## src/rtl/cbo_pkg.sv

```systemverilog
// shared widths, codes and stage records for the circle versus box overlap test
package cbo_pkg;

    localparam int COORD_BITS = 16;
    localparam int FIELD_BITS = 16;
    localparam int SIZE_BITS  = 12;

    // coordinates kept to COORD_BITS, never wider than their field
    localparam int CW = (COORD_BITS < FIELD_BITS) ? COORD_BITS : FIELD_BITS;
    // half-pixel centres and distances: room for 2*(pos + margin) + size
    localparam int PW = ((CW > SIZE_BITS) ? CW : SIZE_BITS) + 3;
    // doubled radius, and the corner offsets that never exceed it
    localparam int RW = CW + 1;
    localparam int QW = 2 * RW;
    // signed room for size minus two margins
    localparam int BW = SIZE_BITS + 2;

    localparam logic [1:0] MODE_FULL      = 2'd0;
    localparam logic [1:0] MODE_INSET     = 2'd1;
    localparam logic [1:0] MODE_NOT_SOLID = 2'd2;
    localparam logic [1:0] MODE_UNUSED    = 2'd3;

    typedef enum logic [1:0] {
        CLS_MISS,
        CLS_HIT,
        CLS_CORNER
    } t_cls;

    typedef struct packed {
        logic                 valid;
        logic                 live;
        logic [SIZE_BITS-1:0] hw;
        logic [SIZE_BITS-1:0] hh;
        logic [PW-1:0]        mx;
        logic [PW-1:0]        my;
        logic [PW-1:0]        cx2;
        logic [PW-1:0]        cy2;
        logic [RW-1:0]        rr;
    } t_geo;

    typedef struct packed {
        logic          valid;
        t_cls          cls;
        logic [RW-1:0] ex;
        logic [RW-1:0] ey;
        logic [RW-1:0] rr;
    } t_dist;

endpackage

```

## src/rtl/cbo_geometry.sv

```systemverilog
// box centre and half extents in half-pixel units, chosen by test mode
module cbo_geometry (
    input  logic                          i_clk,
    input  logic                          i_rst_n,
    input  logic                          i_valid,
    input  logic [cbo_pkg::CW-1:0]        i_box_x,
    input  logic [cbo_pkg::CW-1:0]        i_box_y,
    input  logic [cbo_pkg::SIZE_BITS-1:0] i_box_width,
    input  logic [cbo_pkg::SIZE_BITS-1:0] i_box_height,
    input  logic [cbo_pkg::SIZE_BITS-1:0] i_inset_left,
    input  logic [cbo_pkg::SIZE_BITS-1:0] i_inset_right,
    input  logic [cbo_pkg::SIZE_BITS-1:0] i_inset_top,
    input  logic [cbo_pkg::SIZE_BITS-1:0] i_inset_bottom,
    input  logic [1:0]                    i_test_mode,
    input  logic [cbo_pkg::CW-1:0]        i_circle_x,
    input  logic [cbo_pkg::CW-1:0]        i_circle_y,
    input  logic [cbo_pkg::CW-1:0]        i_circle_radius,
    output cbo_pkg::t_geo                 o_geo
);
    import cbo_pkg::*;

    logic                 inset;
    logic [BW-1:0]        diff_w;
    logic [BW-1:0]        diff_h;
    logic [SIZE_BITS-1:0] body_w;
    logic [SIZE_BITS-1:0] body_h;
    logic [SIZE_BITS-1:0] off_l;
    logic [SIZE_BITS-1:0] off_t;
    logic [PW-1:0]        left;
    logic [PW-1:0]        top;
    t_geo                 n_geo;
    t_geo                 r_geo;

    always_comb begin
        inset  = (i_test_mode == MODE_INSET);
        diff_w = {2'b00, i_box_width} - {2'b00, i_inset_left} - {2'b00, i_inset_right};
        diff_h = {2'b00, i_box_height} - {2'b00, i_inset_top} - {2'b00, i_inset_bottom};
        // body narrower than zero collapses to a line
        body_w = diff_w[BW-1] ? '0 : diff_w[SIZE_BITS-1:0];
        body_h = diff_h[BW-1] ? '0 : diff_h[SIZE_BITS-1:0];
        off_l  = inset ? i_inset_left : '0;
        off_t  = inset ? i_inset_top : '0;
        left   = PW'(i_box_x) + PW'(off_l);
        top    = PW'(i_box_y) + PW'(off_t);

        n_geo.valid = i_valid;
        n_geo.live  = (i_test_mode == MODE_FULL) || (i_test_mode == MODE_INSET);
        n_geo.hw    = inset ? body_w : i_box_width;
        n_geo.hh    = inset ? body_h : i_box_height;
        n_geo.mx    = {left[PW-2:0], 1'b0} + PW'(n_geo.hw);
        n_geo.my    = {top[PW-2:0], 1'b0} + PW'(n_geo.hh);
        n_geo.cx2   = PW'({i_circle_x, 1'b0});
        n_geo.cy2   = PW'({i_circle_y, 1'b0});
        n_geo.rr    = {i_circle_radius, 1'b0};
    end

    always_ff @(posedge i_clk) begin
        if (!i_rst_n) begin
            r_geo.valid <= 1'b0;
        end else begin
            r_geo.valid <= n_geo.valid;
        end
        r_geo.live <= n_geo.live;
        r_geo.hw   <= n_geo.hw;
        r_geo.hh   <= n_geo.hh;
        r_geo.mx   <= n_geo.mx;
        r_geo.my   <= n_geo.my;
        r_geo.cx2  <= n_geo.cx2;
        r_geo.cy2  <= n_geo.cy2;
        r_geo.rr   <= n_geo.rr;
    end

    assign o_geo = r_geo;

endmodule

```

## config.mk

```make
export PLATFORM = sky130hd
export DESIGN_NAME = cbo_geometry
export DESIGN_NICKNAME = d
export VERILOG_FILES = /design/src/rtl/cbo_pkg.sv /design/src/rtl/cbo_geometry.sv
export SDC_FILE = /design/constraint.sdc
export NUM_CORES = 1
export LEC_CHECK = 0
export BUFFER_PORTS_ARGS = -buffer_cell sky130_fd_sc_hd__buf_2
export CAP_MARGIN = 10
export CELL_PAD_IN_SITES_DETAIL_PLACEMENT = 1
export CELL_PAD_IN_SITES_GLOBAL_PLACEMENT = 2
export CORE_MARGIN = 5
export CORE_UTILIZATION = 29
export CTS_BUF_LIST = sky130_fd_sc_hd__clkbuf_4
export CTS_CLUSTER_DIAMETER = 40
export DETAILED_ROUTE_END_ITERATION = 12
export PLACE_DENSITY = 0.87
export SYNTH_ARGS = -nofsm -noshare
export SYNTH_HDL_FRONTEND = slang
export SYNTH_SLANG_ARGS = --single-unit
```

## constraint.sdc

```tcl
create_clock -name i_clk -period 7.18 [get_ports i_clk]
set_clock_uncertainty 0.15 [all_clocks]
set_input_delay 0.359 -clock i_clk [delete_from_list [all_inputs] [get_ports i_clk]]
set_output_delay 0.359 -clock i_clk [all_outputs]
set_load 0.01 [all_outputs]
```

---- Word level (Yosys, flattened, before mapping) ----
Index checks and enable logic that the tools add are counted.
word-level totals
  register bits after elaboration ......... 112
  logic and storage cells ................. 26
cells by class
  add/sub/neg operators ................... 8
  equality and inequality tests ........... 1
  multiplexer cells ....................... 6
  reductions and logical operators ........ 2
operator list
  operator                                                         number
  12-bit two-way mux                                               6
  18-bit by 12-bit adder with 19-bit output                        2
  16-bit by 12-bit adder with 17-bit output                        2
  13-bit by 13-bit subtractor with 14-bit output                   2
  12-bit by 12-bit subtractor with 13-bit output                   2
  2-bit by 1-bit == test with 1-bit output, second input constant  1
  2-bit logical NOT                                                1
  1-bit logical OR                                                 1

---- Logic depth before layout (Yosys ltp) ----
  word-level depth ........................ 5
  depth in mapped cells ................... 27

---- Worst setup path before layout ----
Ideal clock, no wire load.
  path kind ............................... in2reg
  start ................................... input port i_box_height[0] (netlist name)
  end ..................................... register r_geo (netlist bit o_geo[72])
  arrival ................................. 5.658 ns
  slack ................................... 1.257 ns
  stages .................................. 27
  cells stage by stage .................... inv_1 ha_1 inv_1 fa_1 a21o_1 a211oi_1 nor2_1 o311a_1 o21a_1 nor2_1 xnor2_1 ha_1 or2_2 a21oi_1 nor2_1 and3_1 buf_2 a22o_1 ha_1 fa_1 a21o_1 a211o_1 a2111oi_4 nor3_2 a2111oi_4 o32ai_1 and2_1
RTL lines
  what                line                source
  start: declaration  cbo_geometry.sv:9   input logic [cbo_pkg::SIZE_BITS-1:0] i_box_height,
  end: declaration    cbo_geometry.sv:32  t_geo r_geo;

==> out/summary.md <==
Setup repair after global routing left no endpoint under its margin. The floorplan has 58 rows. The longest clock path from root to sink contains 2 buffers. The Yosys step of the flow raised 0 warnings. The commonest non-fill, non-tap cell in the layout is buf_2. In the final timing run, aggregate negative setup slack is 0 ns.

After technology mapping, the gate count stands at 856. The category of the most critical setup path was input port to flop. The initial antenna violation count is 2.

The cell type with the highest occurrence count on the critical path was ha_1. The run gives 0.395 as the utilization after layout. The final layout contains routed wiring with a total length of 27800 µm.

The logs give 74 for the number of unique standard cell types used by synthesis and 0 for the overflow left after global routing. The number of clock buffers added by TritonCTS is 9. The overall fraction of global-route tracks in use was 0.185. The clock root buffer was clkbuf_4. The launching element type of the critical path is an input port.

The share of final-layout standard cells stronger than drive strength 1 was 0.265; the count of flip-flops with a built-in enable after synthesis was 0. Via count of the first global-routing pass: 7974. The worst min-delay path category was input port to flop.

The flow ran to the end, and the final reports show no timing, DRC or antenna violations. The highest cell delay on the worst timing path works out to 0.62 ns. The share of flip-flops with an asynchronous set or reset after synthesis was 0. 276 I/O pins were placed. The tools report the critical path endpoint category as a flop. After synthesis the netlist holds a flip-flop and latch count of 110.

The cell area that synthesis handed to floorplanning was 7460 µm². The post-detailed-route count of antenna-violating nets is 0, and the per-cell routed wire length is 18.2 µm. In the routed design, unresolved DRC markers number 0. TritonCTS built the clock tree.

The die is 170 µm wide. The top cell types in the final layout, fill and taps aside, are buf_2, dfxtp_1, ha_1. The synthesized area divided by synthesized cell count was 8.72 µm²; the sequential area share after synthesis was 0.295. The violation count after the first detailed-routing iteration is 222, and the worst endpoint data arrival time is 6.90 ns. The hold path endpoint is o_geo[109]. The number of sinks on the clock net was 110. Timing would allow up to 151 MHz.

The worst slack on hold paths was 0.0372 ns; the area inside the core boundary was 25300 µm². At the pin with the least slew margin, the transition time is 0.723 ns. For the worst setup path, the data required time is 7.44 ns.

The clock period could shrink to 6.64 ns. The final estimated routing congestion in global placement was 0.830. The flip-flop count of the largest register after layout is 110, and the half-perimeter wire length after detailed placement is 22400 µm. The clock input transition at the sequential cells of the worst setup and hold paths was 0.20 ns. The startpoint identified for the worst hold timing path is i_box_width[4]. Slowest cell on the critical path: o41ai_1. The final max-slew violation count was 0. The count of input and output buffers came out at 268. In this run, post-CTS repair resized a total of 0 instances.

Using the TritonRoute via totals, the vias-per-cell ratio works out to 4.88. The largest fanout on the critical path came out at 11. The final hold violation count is 0, and the total iterations of the first detailed-routing run is 4.

For the setup fix buffers added after clock tree synthesis, the log shows 0. The critical path's top delay family is compound AO/OA/AOI/OAI gates. The maximum number of pins on one net before global-route repair is 24, and the final setup violation count is 0. The number of buffers and inverters on the critical path is 5. CTS built an H-tree with a depth of 3.

Max-cap violations in this run came to 0. The initial core utilization is 0.296. The tools report the floorplan die area as 29000 µm². After layout, the design draws a total of 2000 µW.

The area growth from synthesis to layout is 33.5%. The cell area power density was 200 nW/µm². The first global-routing pass estimated 42700 µm of wire. The headroom to the max-slew limit was 0.512; the count of vias placed by the detailed router was 7467. The period utilization was 0.925; the total leakage power was 0.00483 µW. The worst-case IR drop observed on VDD is 0.000108 V.

Die boundary height: 170 µm. The number of nets in the finished design is 1452, and the worst hold path depth is 3. The primary flip-flop cell chosen by synthesis mapping was dfxtp_1.
[tightest hold or removal path, stage by stage]
cell,delay (ns)
buf_2,0.11
nand2_1,0.05
o31ai_1,0.12
[what timing repair did]
item	CTS	global route
hold buffers	64	3
endpoints found under the setup margin	0	0
endpoints found under the hold margin	64	3
[cells by family after synthesis]
| group | Yosys count | share of synthesized area |
|---|---|---|
| flip-flops | 110 | 0.295 |
| adder cells (fa/ha/maj) | 102 | 0.179 |
| multiplexers | 4 | 0.00603 |
| XOR/XNOR | 72 | 0.0845 |
| AO/OA/AOI/OAI | 217 | 0.212 |
| buffers and inverters | 89 | 0.0498 |
| other | 1 | 0.000502 |
| AND/OR/NAND/NOR | 261 | 0.173 |
[metal layers]
layer / global-route usage / vias up / routed length [µm]
met5: 0 / - / 7
li1: - / 3710 / -
met4: 0.0382 / 2 / 416
met3: 0.0362 / 23 / 1560
met2: 0.361 / 221 / 14600
met1: 0.207 / 3511 / 11300
[power breakdown]
| group | total [µW] | switching (µW) | internal, µW |
|---|---|---|---|
| logic | 937 | 533 | 404 |
| clock network | 328 | 243 | 85.0 |
| registers | 732 | 30.8 | 702 |
| total | 2000 | 807 | 1190 |
[through the flow]
stage,instance area (µm²),instances,setup slack [ns]
floorplan,7490,864,1.26
global route,9960,1529,0.192
global placement,9160,1445,0.690
finish,9960,1529,0.538
detailed placement,9160,1445,0.539
CTS,9930,1525,0.538
[Yosys cell counts (all sizes together), types with 6 or more instances]
| cell type | instances | share of area |
|---|---|---|
| a21oi | 48 | 0.033 |
| ha | 94 | 0.16 |
| a21o | 12 | 0.012 |
| nand4 | 6 | 0.0050 |
| nand2 | 49 | 0.025 |
| fa | 8 | 0.021 |
| nor3 | 27 | 0.019 |
| dfxtp | 110 | 0.30 |
| or3 | 8 | 0.0067 |
| xnor2 | 55 | 0.065 |
| nand3 | 26 | 0.017 |
| a2111oi | 6 | 0.015 |
| a211oi | 13 | 0.014 |
| buf | 12 | 0.011 |
| o31ai | 15 | 0.017 |
| o21a | 10 | 0.010 |
| o21ai | 41 | 0.030 |
| xor2 | 17 | 0.020 |
| a22o | 11 | 0.013 |
| a31oi | 9 | 0.0084 |
| nor2 | 86 | 0.044 |
| o211ai | 11 | 0.011 |
| and3 | 11 | 0.0092 |
| o21bai | 7 | 0.0070 |
| nor2b | 13 | 0.011 |
| clkbuf | 8 | 0.0040 |
| inv | 69 | 0.035 |
| nand2b | 11 | 0.010 |
[final cells by class]
type | count | area, µm²
clock inverter | 6 | 57.6
fill | 3096 | 15300
sequential | 110 | 2200
timing repair buffer | 338 | 2030
multi-input combinational | 665 | 4920
clock buffer | 10 | 75.1
antenna | 1 | 2.50
tap | 330 | 413
inverter | 69 | 259
[how the worst max path moves through the flow]
stage               slack [ns]  cells after the start             from        end
floorplan                 1.26                     27  i_box_height[0]  o_geo[72]
finish                    0.54                     27   i_box_width[0]  o_geo[89]
detailed placement        0.54                     26   i_box_width[0]  o_geo[89]
global placement          0.69                     26   i_box_width[0]  o_geo[89]
global route              0.19                     27   i_box_width[0]  o_geo[89]
CTS                       0.54                     27   i_box_width[0]  o_geo[89]
(Power assumes the default switching activity.)
